[src/hw/rtl/nps_pkg.sv]
`timescale 1ns / 1ps

package nps_pkg;

	// Parse phase of the start-code scanner.
	typedef enum logic [1:0] {
		PH_SEARCH = 2'd0,
		PH_HEADER = 2'd1,
		PH_UNIT   = 2'd2
	} phase_t;

	// Configuration register indexes.
	typedef enum logic {
		REG_CODEC_KIND = 1'b0,
		REG_KEEP_PS    = 1'b1
	} reg_idx_t;

	localparam logic [1:0] CODEC_H264 = 2'd0;
	localparam logic [1:0] CODEC_H265 = 2'd1;

	localparam logic [4:0] H264_SPS = 5'd7;
	localparam logic [4:0] H264_PPS = 5'd8;
	localparam logic [5:0] H265_VPS = 6'd32;
	localparam logic [5:0] H265_SPS = 6'd33;
	localparam logic [5:0] H265_PPS = 6'd34;

	// One classified byte: a prefix of zero bytes (a start code when pre_sc,
	// ending in 01), then an optional tail byte; last closes the buffer.
	typedef struct packed {
		logic [2:0] pre_len;
		logic       pre_sc;
		logic       tail_vld;
		logic [7:0] tail_byte;
		logic       last;
	} cmd_t;

	function automatic logic is_param_set(input logic [1:0] codec, input logic [7:0] hdr);
		logic [4:0] t264;
		logic [5:0] t265;
		t264 = hdr[4:0];
		t265 = hdr[6:1];
		case (codec)
			CODEC_H264: is_param_set = (t264 == H264_SPS) || (t264 == H264_PPS);
			CODEC_H265: is_param_set = (t265 == H265_VPS) || (t265 == H265_SPS) ||
			                           (t265 == H265_PPS);
			default:    is_param_set = 1'b0;
		endcase
	endfunction

endpackage

[src/hw/rtl/nps_front.sv]
`timescale 1ns / 1ps

module nps_front (
	input  logic             clk,
	input  logic             arst_n,
	input  logic             cfg_we,
	input  logic             cfg_index,
	input  logic [1:0]       cfg_wdata,
	input  logic             in_vld,
	input  logic [7:0]       in_byte,
	input  logic             in_last,
	input  logic             q_ready,
	output logic             push,
	output nps_pkg::cmd_t    cmd
);

	logic [1:0]       codec_q;
	logic             kps_q;
	nps_pkg::phase_t  phase_q, phase_d;
	logic [1:0]       held_q, held_d;
	logic             sc4_q, sc4_d;
	logic             keep_q, keep_d;

	logic accept;
	logic is_zero, is_sc, keep_hdr, pass;

	assign accept   = in_vld && q_ready;
	assign is_zero  = (in_byte == 8'h00) && !in_last;
	assign is_sc    = (in_byte == 8'h01) && held_q[1] && !in_last;
	assign keep_hdr = kps_q ? nps_pkg::is_param_set(codec_q, in_byte)
	                        : !nps_pkg::is_param_set(codec_q, in_byte);
	assign pass     = (phase_q == nps_pkg::PH_UNIT) && keep_q;

	// Next state.
	always_comb begin
		phase_d = phase_q;
		held_d  = held_q;
		sc4_d   = sc4_q;
		keep_d  = keep_q;
		if (phase_q == nps_pkg::PH_HEADER) begin
			keep_d  = keep_hdr;
			held_d  = 2'd0;
			phase_d = nps_pkg::PH_UNIT;
		end else if (is_zero) begin
			held_d = (held_q == 2'd3) ? 2'd3 : held_q + 2'd1;
		end else if (is_sc) begin
			sc4_d   = (held_q == 2'd3);
			held_d  = 2'd0;
			phase_d = nps_pkg::PH_HEADER;
		end else begin
			held_d = 2'd0;
		end
		if (in_last) begin
			phase_d = nps_pkg::PH_SEARCH;
			held_d  = 2'd0;
			sc4_d   = 1'b0;
			keep_d  = 1'b0;
		end
	end

	// Command toward the back end.
	always_comb begin
		cmd           = '0;
		cmd.tail_byte = in_byte;
		cmd.last      = in_last;
		if (phase_q == nps_pkg::PH_HEADER) begin
			if (keep_hdr) begin
				cmd.pre_len  = sc4_q ? 3'd4 : 3'd3;
				cmd.pre_sc   = 1'b1;
				cmd.tail_vld = 1'b1;
			end
		end else if (is_zero) begin
			if (held_q == 2'd3 && pass)
				cmd.pre_len = 3'd1;
		end else if (!is_sc) begin
			if (pass) begin
				cmd.pre_len  = {1'b0, held_q};
				cmd.tail_vld = 1'b1;
			end
		end
	end

	assign push = accept && ((cmd.pre_len != 3'd0) || cmd.tail_vld || cmd.last);

	always_ff @(posedge clk or negedge arst_n) begin
		if (!arst_n) begin
			codec_q <= 2'd0;
			kps_q   <= 1'b0;
		end else if (cfg_we) begin
			case (cfg_index)
				nps_pkg::REG_CODEC_KIND: codec_q <= cfg_wdata;
				nps_pkg::REG_KEEP_PS:    kps_q   <= cfg_wdata[0];
				default: ;
			endcase
		end
	end

	always_ff @(posedge clk or negedge arst_n) begin
		if (!arst_n) begin
			phase_q <= nps_pkg::PH_SEARCH;
			held_q  <= 2'd0;
			sc4_q   <= 1'b0;
			keep_q  <= 1'b0;
		end else if (accept) begin
			phase_q <= phase_d;
			held_q  <= held_d;
			sc4_q   <= sc4_d;
			keep_q  <= keep_d;
		end
	end

endmodule

[src/hw/rtl/nps_queue.sv]
`timescale 1ns / 1ps

module nps_queue (
	input  logic          clk,
	input  logic          arst_n,
	input  logic          push,
	input  nps_pkg::cmd_t wr_cmd,
	input  logic          pop,
	output logic          ready,
	output logic          head_vld,
	output nps_pkg::cmd_t head
);

	nps_pkg::cmd_t mem_q [2];
	logic          wr_ptr_q, rd_ptr_q;
	logic [1:0]    count_q;

	assign ready    = (count_q != 2'd2);
	assign head_vld = (count_q != 2'd0);
	assign head     = mem_q[rd_ptr_q];

	always_ff @(posedge clk) begin
		if (push)
			mem_q[wr_ptr_q] <= wr_cmd;
	end

	always_ff @(posedge clk or negedge arst_n) begin
		if (!arst_n) begin
			wr_ptr_q <= 1'b0;
			rd_ptr_q <= 1'b0;
			count_q  <= 2'd0;
		end else begin
			if (push)
				wr_ptr_q <= !wr_ptr_q;
			if (pop)
				rd_ptr_q <= !rd_ptr_q;
			case ({push, pop})
				2'b10:   count_q <= count_q + 2'd1;
				2'b01:   count_q <= count_q - 2'd1;
				default: count_q <= count_q;
			endcase
		end
	end

endmodule

[src/hw/rtl/nps_back.sv]
`timescale 1ns / 1ps

module nps_back (
	input  logic          clk,
	input  logic          arst_n,
	input  logic          head_vld,
	input  nps_pkg::cmd_t head,
	output logic          pop,
	input  logic          out_ready,
	output logic          out_vld,
	output logic [7:0]    out_byte,
	output logic          byte_valid,
	output logic          unit_first,
	output logic          buffer_end,
	output logic          run_last
);

	logic [2:0] idx_q;
	logic       vld_q;
	logic [7:0] byte_q;
	logic       bv_q, first_q, end_q, rl_q;

	logic [2:0] total;
	logic       marker, final_res, load, in_pre;
	logic [7:0] res_byte;

	assign total     = head.pre_len + {2'b00, head.tail_vld};
	assign marker    = (total == 3'd0);
	assign final_res = marker || (idx_q == total - 3'd1);
	assign in_pre    = (idx_q < head.pre_len);
	assign load      = head_vld && (!vld_q || out_ready);
	assign pop       = load && final_res;

	always_comb begin
		if (marker)
			res_byte = 8'h00;
		else if (in_pre)
			res_byte = (head.pre_sc && idx_q == head.pre_len - 3'd1) ? 8'h01 : 8'h00;
		else
			res_byte = head.tail_byte;
	end

	always_ff @(posedge clk or negedge arst_n) begin
		if (!arst_n) begin
			idx_q <= 3'd0;
			vld_q <= 1'b0;
		end else begin
			if (load)
				idx_q <= final_res ? 3'd0 : idx_q + 3'd1;
			if (load)
				vld_q <= 1'b1;
			else if (out_ready)
				vld_q <= 1'b0;
		end
	end

	always_ff @(posedge clk) begin
		if (load) begin
			byte_q  <= res_byte;
			bv_q    <= !marker;
			first_q <= !marker && head.pre_sc && (idx_q == 3'd0);
			end_q   <= head.last && final_res;
			rl_q    <= final_res;
		end
	end

	assign out_vld    = vld_q;
	assign out_byte   = byte_q;
	assign byte_valid = bv_q;
	assign unit_first = first_q;
	assign buffer_end = end_q;
	assign run_last   = rl_q;

endmodule

[src/hw/rtl/nal_parameter_set_filter.sv]
`timescale 1ns / 1ps

// Annex B parameter-set filter. Bytes of a coded buffer enter one per
// transaction on the s_axis side, tlast marking the buffer's final byte.
// Start codes (00 00 01 or 00 00 00 01) followed by at least one byte of the
// same buffer split it into units; bytes before the first such start code are
// dropped. The header byte after the start code decides, with the registers
// as they stand then, whether the whole unit is kept: parameter sets (H.264
// types 7 and 8, H.265 types 32 to 34, none for codec_kind 2 or 3) pass
// alone when keep_parameter_sets is 1, and everything else passes when it
// is 0. Kept units leave on the m_axis side behind their own 3- or 4-byte
// start code, unit_first marking its first byte. Every input byte that yields
// results has run_last on its last one; the buffer's final result has tlast,
// and a bare end marker (byte_valid 0) is sent if the final byte yields
// nothing. Rate: one byte per cycle in and out while the output is ready and
// each byte gives at most one result; a kept header byte gives 4 or 5 results
// and a data byte behind held zeros gives up to 4 (the zeros, then itself),
// and the back-end expander sends one result per cycle while the output is
// ready. A two-entry queue between the classifier and the expander takes up
// short stalls on either side. With the queue empty and the output free, the
// first result of a byte is stored in the queue and then registered by the
// expander before it is valid. Write configuration only while the block is
// idle.
module nal_parameter_set_filter (
	input  logic        clk,
	input  logic        arst_n,
	// configuration
	input  logic        cfg_we,
	input  logic        cfg_index,
	input  logic [1:0]  cfg_wdata,
	// input stream
	input  logic        s_axis_tvalid,
	output logic        s_axis_tready,
	input  logic [7:0]  s_axis_tdata,   // [7:0] in_byte
	input  logic        s_axis_tlast,   // buffer_last
	// output stream
	output logic        m_axis_tvalid,
	input  logic        m_axis_tready,
	output logic [15:0] m_axis_tdata,   // [7:0] out_byte, [8] run_last, rest zero
	output logic [1:0]  m_axis_tuser,   // [0] byte_valid, [1] unit_first
	output logic        m_axis_tlast    // buffer_end
);

	nps_pkg::cmd_t front_cmd, head;
	logic          push, q_ready, head_vld, pop;
	logic [7:0]    out_byte;
	logic          byte_valid, unit_first, buffer_end, run_last;

	// Front: scan for start codes, classify headers, decide what each byte emits.
	nps_front u_front (
		.clk       (clk),
		.arst_n    (arst_n),
		.cfg_we    (cfg_we),
		.cfg_index (cfg_index),
		.cfg_wdata (cfg_wdata),
		.in_vld    (s_axis_tvalid),
		.in_byte   (s_axis_tdata),
		.in_last   (s_axis_tlast),
		.q_ready   (q_ready),
		.push      (push),
		.cmd       (front_cmd)
	);

	assign s_axis_tready = q_ready;

	// Queue: decouple the classifier from the expander.
	nps_queue u_queue (
		.clk      (clk),
		.arst_n   (arst_n),
		.push     (push),
		.wr_cmd   (front_cmd),
		.pop      (pop),
		.ready    (q_ready),
		.head_vld (head_vld),
		.head     (head)
	);

	// Back: expand each command into result transactions, one per cycle while the output is ready.
	nps_back u_back (
		.clk        (clk),
		.arst_n     (arst_n),
		.head_vld   (head_vld),
		.head       (head),
		.pop        (pop),
		.out_ready  (m_axis_tready),
		.out_vld    (m_axis_tvalid),
		.out_byte   (out_byte),
		.byte_valid (byte_valid),
		.unit_first (unit_first),
		.buffer_end (buffer_end),
		.run_last   (run_last)
	);

	assign m_axis_tdata = {7'd0, run_last, out_byte};
	assign m_axis_tuser = {unit_first, byte_valid};
	assign m_axis_tlast = buffer_end;

	// A bare end marker only closes a buffer.
	assert property (@(posedge clk) disable iff (!arst_n)
		(m_axis_tvalid && !m_axis_tuser[0]) |-> (m_axis_tlast && m_axis_tdata[8]))
		else $error("bare marker without buffer end");

	// The first byte of a kept unit is the zero opening its start code.
	assert property (@(posedge clk) disable iff (!arst_n)
		(m_axis_tvalid && m_axis_tuser[1]) |->
		(m_axis_tuser[0] && m_axis_tdata[7:0] == 8'h00 && !m_axis_tdata[8]))
		else $error("unit_first on a non start-code byte");

	// The buffer's final result is always the last one of its input byte.
	assert property (@(posedge clk) disable iff (!arst_n)
		(m_axis_tvalid && m_axis_tlast) |-> m_axis_tdata[8])
		else $error("buffer end before run end");

	// A popped command was present in the queue.
	assert property (@(posedge clk) disable iff (!arst_n)
		pop |-> head_vld)
		else $error("queue underflow");

endmodule
[config.mk]
export PLATFORM = sky130hd
export DESIGN_NAME = nal_parameter_set_filter
export DESIGN_NICKNAME = d
export VERILOG_FILES = /design/src/hw/rtl/nps_pkg.sv /design/src/hw/rtl/nps_front.sv /design/src/hw/rtl/nps_queue.sv /design/src/hw/rtl/nps_back.sv /design/src/hw/rtl/nal_parameter_set_filter.sv
export SDC_FILE = /design/constraint.sdc
export NUM_CORES = 1
export LEC_CHECK = 0
export ABC_CLOCK_PERIOD_IN_PS = 6890
export BUFFER_PORTS_ARGS = -buffer_cell sky130_fd_sc_hd__clkbuf_2
export CORE_MARGIN = 4
export CORE_UTILIZATION = 54
export DETAILED_ROUTE_END_ITERATION = 8
export PLACE_DENSITY = 0.75
export SLEW_MARGIN = 10
export SYNTH_ARGS = -nofsm -noshare
export SYNTH_HDL_FRONTEND = slang
export SYNTH_HIERARCHICAL = 1
export SYNTH_SLANG_ARGS = --single-unit
[constraint.sdc]
create_clock -name clk -period 6.89 [get_ports clk]
set_input_delay 0 -clock clk [delete_from_list [all_inputs] [get_ports clk]]
set_output_delay 0 -clock clk [all_outputs]
set_load 0.01 [all_outputs]
# Word level (Yosys, flattened, before mapping)
# Memories as Yosys holds them, arrays and structs flattened.
# Cells that the tools add are included.
# word_totals
register_bits	29
mem_bits_rw	28
in_bits	17
output_inout_bits	21
elab_cells	122
n_memories	1
# mem_list
name	words	width	rd	rd_ports_with_merged_regs	wr	line	text
u_queue.mem_q	2	14	1	0	1	nps_queue.sv:14	nps_pkg::cmd_t mem_q [2];
# op_classes
add_sub_neg	7
n_lt_le_gt_ge	1
eq_ne	18
muxes	36
bitwise_logic	1
reduce_logical	42
# ops
operator	n
$eq 6x6->1 const B	3
$mux 1	18
$mux 2	9
$mux 3	5
$logic_and 1x1->1	13
$reduce_bool 2->1	5
$eq 8x1->1 const B	1
$logic_not 8->1	1
$mux 8	1
$logic_or 1x1->1	7
$eq 2x1->1 const B	3
$eq 2x2->1 const B	3
$eq 3x3->1	2
$logic_not 1->1	6
$logic_not 3->1	2
$ne 2x2->1 const B	3
$reduce_and 2->1	3
$reduce_bool 3->1	2
$sub 3x1->3 const B	2
$eq 5x3->1 const B	1
$eq 5x4->1 const B	1
$mux 5	1
$add 2x1->2 const B	2
$pmux 2 s2	1
other kinds (10)	10

# Longest topological paths before layout
# Gate-level depths: netlist of run 1.
# depth
ltp_word	14
depth_mapped	15
ltp_nobuf	13

# By module
# The synthesis of run 1 kept the hierarchy.
# by_module_without_submodules
module	n_inst	cells_each	area_each_um2	seq_area_each_um2
nps_queue	1	60	1249.9	940.9
nps_back	1	72	864.6	460.4
nps_front	1	82	696.9	225.2
nal_parameter_set_filter	1	11	78.8	0.0

# Worst setup path after synthesis of run 1
# Ideal clock, no wire load.
# synth_path
path_type	register to register
startpoint	reg u_queue.rd_ptr_q
endpoint	reg u_queue.count_q[1]
setup_ns	0.079
arrival_time_ns	2.921
required_time_ns	6.811
setup_slack_ns	3.890
stages_incl_launch_ff	15
n_path_buf	2
synth_period_minus_slack_ns	3.000
path_cell_list	dfrtp_1 > buf_6 > buf_12 > mux2_4 > ha_1 > ha_1 > inv_1 > ha_1 > ha_1 > xor2_1 > a31oi_4 > nor2_1 > ha_1 > nor2_1 > xor2_1
# synth_rtl
item	line	text
start, declared	nps_queue.sv:15	logic wr_ptr_q, rd_ptr_q;
start signal, assigned	nps_queue.sv:36	rd_ptr_q <= !rd_ptr_q;
end signal, assigned	nps_queue.sv:38	2'b10: count_q <= count_q + 2'd1;
end signal, assigned	nps_queue.sv:39	2'b01: count_q <= count_q - 2'd1;
end signal, assigned	nps_queue.sv:40	default: count_q <= count_q;
end, declared	nps_queue.sv:16	logic [1:0] count_q;

==> metrics.md, run 1 <==
| Metric | Value |
|---|---|
| Outcome | completed |
| Clock slew at reported path FFs | ~0.060 ns |
| Leakage | 1.386 nW |
| Wire per inst | about 13 microns |
| Yosys reg bits | 57 |
| Worst hold stages | 3 |
| F_max | 286.0 MHz |
| Actual slew at the worst max-slew pin | 1.156 ns |
| All-Layer GR Usage | 0.1673 |
| Post-synthesis cell count | 225 |
| Ys Warns | 6 |
| Hold WC Path Type | input port to flop |
| Drt total wl | 4.561 mm |
| Setup TNS Final | 0 ns |
| RSZ-0062 raised after global routing | no |
| Mapped Area | just under 3000 sq um |
| Port buffer count | 30 |
| Initial antenna violation count | 0 |
| Switching power | about 0.00045 W |
| Synth top area share | 0.4156 |
| Drt drc | 0 |
| Initial DRT Pass Iterations | 4 |
| Yosys cell types | 47 |
| Core ar. | ~5000 sq um |
| Chip height | 81.16 microns |
| Global route overflow | 0 |
| TritonCTS sink count | 57 |
| Clock power frac | 0.220 |
| Initial Utilization | 0.5623 |
| # hold bufs at CTS | 13 |
| Post-synth EDFFs | 40 |
| Clock latency at the later pin of the worst-skew pair | 0.33 ns |
| Arr. time, crit path | 3.75 ns |
| Max Buffers Root-to-Sink | 2 |
| Final nets | 291 |
| Site row count | 26 |
| First-pass GRT wire length | ~7.9 mm |
| Largest net degree at the start of global routing | 18 |
| Internal power | 0.0008819 W |
| Most area-consuming cells after synthesis | edfxtp_1 (42%), dfrtp_1 (15%), buf_4 (4.9%) |
| Headroom to the max-slew limit | 0.2264 |
| Asr flop ratio synth | 0.2982 |
| Post-route ant nets | 0 |
| Vias per inst | about 5.1 |
| Fin crit period | 3.497 ns |
| Slew Viols, Final | 0 |
| Hold WS | 0.04667 ns |
| CTS buffer count | 9 |
| Diode count | 0 |
| Initial DRC count | 90 |
| CP startpoint kind | flop |
| Reg power frac | 0.421 |
| I/O pin count | 38 |
| Fill cells | 424 |
| Root buf cell | clkbuf_8 |
| Final Cycle Share | 0.5075 |
| Worst setup EP type | flop |
| Main synth FF type | edfxtp_1 |
| Die X | between 80 and 90 microns |
| Comb power frac | 0.359 |
| Dominant cell type by area after synthesis | edfxtp_1 |
| Critical Path Fanout Max | 15 |
| Finish-stage setup viols | 0 |
| Setup CP Type | flop to flop |
| Final HPWL DP | between 3 and 4 mm |
| Worst-case reg-to-reg path depth | 12 |
| Count leader, synth | edfxtp_1 |
| Switching part of the total | 0.3400 |
| CP required | 7.14 ns |
| Pwr dens | roughly 410 nW/um^2 |
| P&R area growth vs syn | 13.72% |
| CTS resizes | 0 |
| Via count | 1729 |
| Post-CTS Setup Bufs | 0 |
| Maximum vdd ir drop | ~0.20 mV |
| Die area | 6587 sq um |
| Max Cap Viol | 0 |
| H-tree depth | 3 |
| Clk_skew | a little under 0.007 ns |
| Share of layout cells above drive strength 1 | 0.2575 |
| Syn_area_per_cell | 12.85 sq um |
| Final-report hold violation count | 0 |
| Register area share after synthesis | 0.5628 |
| Gpl congestion | around 0.78 |
| Vias in the first global route | between 1.5k and 2k |
| CTS tree | yes |
| Top post-synthesis cells by count | edfxtp_1 (40), buf_4 (19), dfrtp_1 (17) |
-- sequential cells by signal, indices dropped and copies added, names as in the netlist, 2 cells and up --
| register | flops |
|---|---|
| u_back/out_byte | 8 |
| u_back/idx_q | 3 |
| u_front/held_q | 2 |
| u_queue/mem_q | 28 |
| u_front/codec_q | 2 |
| u_front/phase_q | 2 |
| u_queue/count_q | 2 |
-- layout make-up --
cell class | count | area [sq um] | share of cell area
Sequential cell | 57 | 1627 | 0.4949
Multi-Input combinational cell | 139 | 1059 | 0.3220
Timing Repair Buffer | 43 | 280.3 | 0.08527
Clock buffer | 9 | 123.9 | 0.03769
Tap cell | 70 | 87.58 | 0.02665
Clock inverter | 7 | 61.31 | 0.01865
Inverter | 13 | 48.80 | 0.01485
-- per-stage QoR --
| stage | power [W] | worst slack, ns | cell area (sq um) | instances | util |
|---|---|---|---|---|---|
| finish | 0.001336 | 3.393 | 3287 | 338 | 0.6395 |
| global route | 0.001445 | 3.212 | 3287 | 338 | 0.6395 |
| global placement | 0.001035 | 3.486 | 2972 | 309 | 0.5781 |
| CTS | 0.001351 | 3.377 | 3287 | 338 | 0.6395 |
| detailed placement | 0.001047 | 3.402 | 2972 | 309 | 0.5781 |
| floorplan | 0.0009614 | 3.890 | 2913 | 231 | - |
-- power groups by stage --
stage                     clock network (W)  registers, W  logic [W]
after floorplan                           0      0.000555   0.000407
after global placement                    0      0.000568   0.000467
after detailed placement                  0      0.000570   0.000476
after CTS                          0.000303      0.000563   0.000485
after global routing               0.000324      0.000574   0.000547
final                              0.000294      0.000563   0.000479
-- final timing paths --
kind,start,end,slack (ns)
max,u_queue/rd_ptr_q$_DFFE_PN0P_,u_queue/count_q[1]$_DFFE_PN0P_,3.39
min,cfg_index,u_front/codec_q[0]$_DFFE_PN0P_,0.05
max reg2reg,u_queue/rd_ptr_q$_DFFE_PN0P_,u_queue/count_q[1]$_DFFE_PN0P_,3.39
min reg2reg,u_queue/wr_ptr_q$_DFFE_PN0P_,u_queue/wr_ptr_q$_DFFE_PN0P_,0.48
max in group asynchronous,arst_n,u_back/idx_q[1]$_DFFE_PN0P_,6.45
min in group asynchronous,arst_n,u_front/phase_q[0]$_DFFE_PN0P_,0.14
-- critical path: stages, from the launching register on --
cell,delay (ns)
dfrtp_1,0.82
mux2_2,0.44
ha_1,0.19
ha_1,0.27
inv_1,0.04
ha_1,0.17
ha_1,0.30
xor2_1,0.22
a31oi_4,0.15
nor2_1,0.23
ha_1,0.30
nor2_1,0.13
xor2_1,0.15
-- placed cells by master (no fill, tap or decap), drive strengths merged, types with 4 or more instances in the layout --
master / n
inv: 13
ha: 11
nor2: 11
xor2: 6
xnor2: 6
nand2b: 4
nand2: 14
mux2: 17
a21oi: 6
clkbuf: 39
edfxtp: 40
nor2b: 4
clkinv: 5
nor3: 5
dlygate4sd3: 13
o21ai: 10
and3: 8
conb: 7
dfrtp: 17
-- metal layers --
layer,vias up,track usage,part of all wire
li1,867,-,-
met1,809,0.1978,0.43
met2,48,0.2644,0.50
met3,5,0.07095,0.055
met4,0,0.07770,0.011
met5,-,0,0
-- cell families (layout without fill, tap and decap cells) --
kind of cell               Yosys count  in the layout  share of synthesized area
AOI/OAI and AO/OA                   26             26                    0.06147
xor gates and xnor gates            12             12                    0.03636
adders and majority gates           11             11                    0.04762
buffers and inverters               35             72                    0.07878
DFF                                 57             57                     0.5628
muxes                               18             18                    0.08139
other                                1              7                   0.001297
and+or+nand+nor                     65             65                     0.1303
Power figures use the tool's default switching activity.
==> run 2: changes to the inputs <==
Settings changed: ABC_CLOCK_PERIOD_IN_PS 6890 to 3100, CORE_UTILIZATION 54 to 52, PLACE_DENSITY 0.75 to 0.76.
Clock period 6.89 ns to 3.1 ns, I/O delays scaled along.
==> metrics.md, run 2 (synthesized netlist as in run 1, its figures left out) <==
| Metric | Value |
|---|---|
| Initial DRC count | 70 (was 90) |
| WL met2 | 2.483 mm (was 2.293 mm) |
| Post-CTS Setup Bufs | 0 (unchanged) |
| Headroom to the max-slew limit | 0.5721 (was 0.2264) |
| Total power | 0.003209 W (was 0.001336 W) |
| Commonest non-fill, non-tap cell in the layout | edfxtp_1 (unchanged) |
| CP required | 3.35 ns (was 7.14 ns) |
| Final Cycle Share | 0.9642 (was 0.5075) |
| Worst-case reg-to-reg path depth | 12 (unchanged) |
| Initial antenna violation count | 0 (unchanged) |
| Most frequent cells in the layout | edfxtp_1 (40), clkbuf_2 (30), dfrtp_1 (16), dlygate4sd3_1 (13), nand2_1 (13) (was edfxtp_1 (40), clkbuf_2 (30), dfrtp_1 (17), dlygate4sd3_1 (13), nand2_1 (13)) |
| CTS tree | yes (unchanged) |
| Worst setup EP type | flop (unchanged) |
| Wire per inst | 14.32 microns (was 13.49 microns) |
| Finish-stage setup viols | 0 (unchanged) |
| Routed length on met1 | 2.091 mm (was 1.964 mm) |
| Leakage | 1.425 nW (was 1.386 nW) |
| Gpl congestion | 0.8015 (was 0.7824) |
| Crit path cell chain | mux2_2 > ha_1 > ha_1 > inv_1 > ha_1 > ha_1 > xor2_1 > a31oi_4 > nor2_2 > ha_1 > nor2_1 > xor2_1 (was mux2_2 > ha_1 > ha_1 > inv_1 > ha_1 > ha_1 > xor2_1 > a31oi_4 > nor2_1 > ha_1 > nor2_1 > xor2_1) |
| Placed standard-cell area | 2994 sq um (was 2972 sq um) |
| Site row count | 26 (unchanged) |
| Port buffer count | 30 (unchanged) |
| Final nets | 294 (was 291) |
| Pwr dens | 953.8 nW/um^2 (was 406.5 nW/um^2) |
| Via count | 1774 (was 1729) |
| Drt drc | 0 (unchanged) |
| F_max | 334.6 MHz (was 286.0 MHz) |
| Vias in the first global route | 1755 (was 1688) |
| H-tree depth | 3 (unchanged) |
| Die area | 6815 sq um (was 6587 sq um) |
| Delay of the slowest critical-path stage | 0.44 ns (was 0.82 ns) |
| Initial Utilization | 0.5518 (was 0.5623) |
| Actual slew at the worst max-slew pin | 0.6419 ns (was 1.156 ns) |
| All-Layer GR Usage | 0.1637 (was 0.1673) |
| Core ar. | 5238 sq um (was 5140 sq um) |
| Share of layout cells above drive strength 1 | 0.2731 (was 0.2575) |
| Arr. time, crit path | 3.24 ns (was 3.75 ns) |
| First-pass GRT wire length | 8.093 mm (was 7.928 mm) |
| Maximum vdd ir drop | 0.4792 mV (was 0.2036 mV) |
| Clock latency at the later pin of the worst-skew pair | 0.33 ns (about the same) |
| Vias per inst | 5.202 (was 5.115) |
| RSZ-0062 raised after global routing | no (unchanged) |
| Top Metal Used | met4 (unchanged) |
| I/O pin count | 38 (unchanged) |
| Slowest cell on the critical path | dfrtp_2 (was dfrtp_1) |
| Final HPWL DP | 3.536 mm (was 3.135 mm) |
| Drt total wl | 4.883 mm (was 4.561 mm) |
| Max Cap Viol | 0 (unchanged) |
| Outcome | completed (unchanged) |
| Hold WC Path Type | input port to flop (unchanged) |
| Setup slack, reg-to-reg | 0.11 ns (was 3.39 ns) |
| P&R area growth vs syn | 16.41% (was 13.72%) |
| Root buf cell | clkbuf_8 (unchanged) |
| Fin crit period | 2.989 ns (was 3.497 ns) |
| Hold WS | 0.05553 ns (was 0.04667 ns) |
| Slew Viols, Final | 0 (unchanged) |
| Fin area | 3364 sq um (was 3287 sq um) |
| Max Buffers Root-to-Sink | 2 (unchanged) |
| Clk_skew | 0.006114 ns (was 0.006896 ns) |
| Initial DRT Pass Iterations | 4 (unchanged) |
| Die X | 82.56 microns (was 81.16 microns) |
| Worst Hold End | u_front/codec_q[0]$_DFFE_PN0P_ (unchanged) |
| CP startpoint kind | flop (unchanged) |
| Post-route ant nets | 0 (unchanged) |
| Worst hold start | cfg_index (unchanged) |
| Reg with most FFs | u_queue/mem_q (unchanged) |
| Setup CP Type | flop to flop (unchanged) |
| Final-report hold violation count | 0 (unchanged) |
| Global route overflow | 0 (unchanged) |
| Critical Path Fanout Max | 5 (was 15) |
| TritonCTS sink count | 57 (unchanged) |
| CTS buffer count | 9 (unchanged) |
| Diode count | 0 (unchanged) |
| Largest net degree at the start of global routing | 18 (unchanged) |
| Worst hold stages | 3 (unchanged) |
| Reg2reg start | u_queue/rd_ptr_q$_DFFE_PN0P_ (unchanged) |
| Met3 wire length | 255 microns (was 253 microns) |
| Clock slew at reported path FFs | 0.06 ns (about the same) |
| Max reg flops | 28 (unchanged) |
| Crit Reg-Reg Endpoint | u_queue/count_q[1]$_DFFE_PN0P_ (unchanged) |
| Worst setup margin | 0.1111 ns (was 3.393 ns) |
| Worst slack, placed | -0.01519 ns (was 3.402 ns) |
| Chip height | 82.56 microns (was 81.16 microns) |
| Crit-path most repeated cell | ha_1 (unchanged) |
[run 2: worst max-delay path by stage]
stage | slack (ns) | startpoint | endpoint | depth (start not counted)
final | 0.11 | u_queue/rd_ptr_q$_DFFE_PN0P_ | u_queue/count_q[1]$_DFFE_PN0P_ | 12
after global routing | 0.003 | u_queue/rd_ptr_q$_DFFE_PN0P_ | u_queue/count_q[1]$_DFFE_PN0P_ | 12
after CTS | 0.009 | u_queue/rd_ptr_q$_DFFE_PN0P_ | u_queue/count_q[1]$_DFFE_PN0P_ | 12
after detailed placement | -0.02 | u_queue/rd_ptr_q$_DFFE_PN0P_ | u_queue/count_q[1]$_DFFE_PN0P_ | 12
after global placement | 0.11 | u_queue/rd_ptr_q$_DFFE_PN0P_ | u_queue/count_q[1]$_DFFE_PN0P_ | 12
after floorplan | 0.1 | u_queue/rd_ptr_q$_DFFE_PN0P_ | u_queue/count_q[1]$_DFFE_PN0P_ | 14
[run 2: what timing repair did]
item                                   in CTS  in global routing
hold buffers                               13                  0
pin swaps                                   0                  0
endpoints found under the hold margin      37                  0
resized for setup                           1                  2
setup endpoints to repair                   1                  1
[run 2: per-stage QoR]
stage / cells / util / setup TNS [ns]
2_1_floorplan: 231 / - / 0
3_3_place_gp: 312 / 0.5717 / 0
3_5_place_dp: 312 / 0.5717 / -0.01519
4_1_cts: 341 / 0.6417 / 0
5_1_grt: 341 / 0.6424 / 0
6_report: 341 / 0.6424 / 0
[run 2: cell type report]
type	count	area [sq um]
Timing Repair Buffer	46	306.5
Multi-Input combinational cell	139	1061
Clock inverter	7	108.9
Tap cell	70	87.58
Clock buffer	9	123.9
Inverter	13	48.80
Sequential cell	57	1628
Fill cell	410	1873
[run 2: layer usage]
| layer | up-vias | GRT usage |
|---|---|---|
| met3 | 8 | 0.05315 |
| li1 | 868 | - |
| met5 | - | 0 |
| met4 | 0 | 0.09314 |
| met2 | 45 | 0.2684 |
| met1 | 853 | 0.1876 |
[run 2: critical path, delay by kind of cell, from the launching register on]
family                   cells  cell delay [ns]
flip-flops                   1             0.44
AO/OA/AOI/OAI                1             0.12
XOR/XNOR                     2             0.39
adder cells (fa/ha/maj)      5             1.21
buffers and inverters        1             0.04
multiplexers                 1             0.39
AND/OR/NAND/NOR              2             0.31
[run 2: power breakdown]
part           leakage, nW  total [W]  switching, W  internal (W)
clock network        0.120   0.000810      0.000283      0.000526
logic                0.722    0.00117      0.000621      0.000552
registers            0.583    0.00123      0.000138       0.00109
total                 1.43    0.00321       0.00104       0.00217
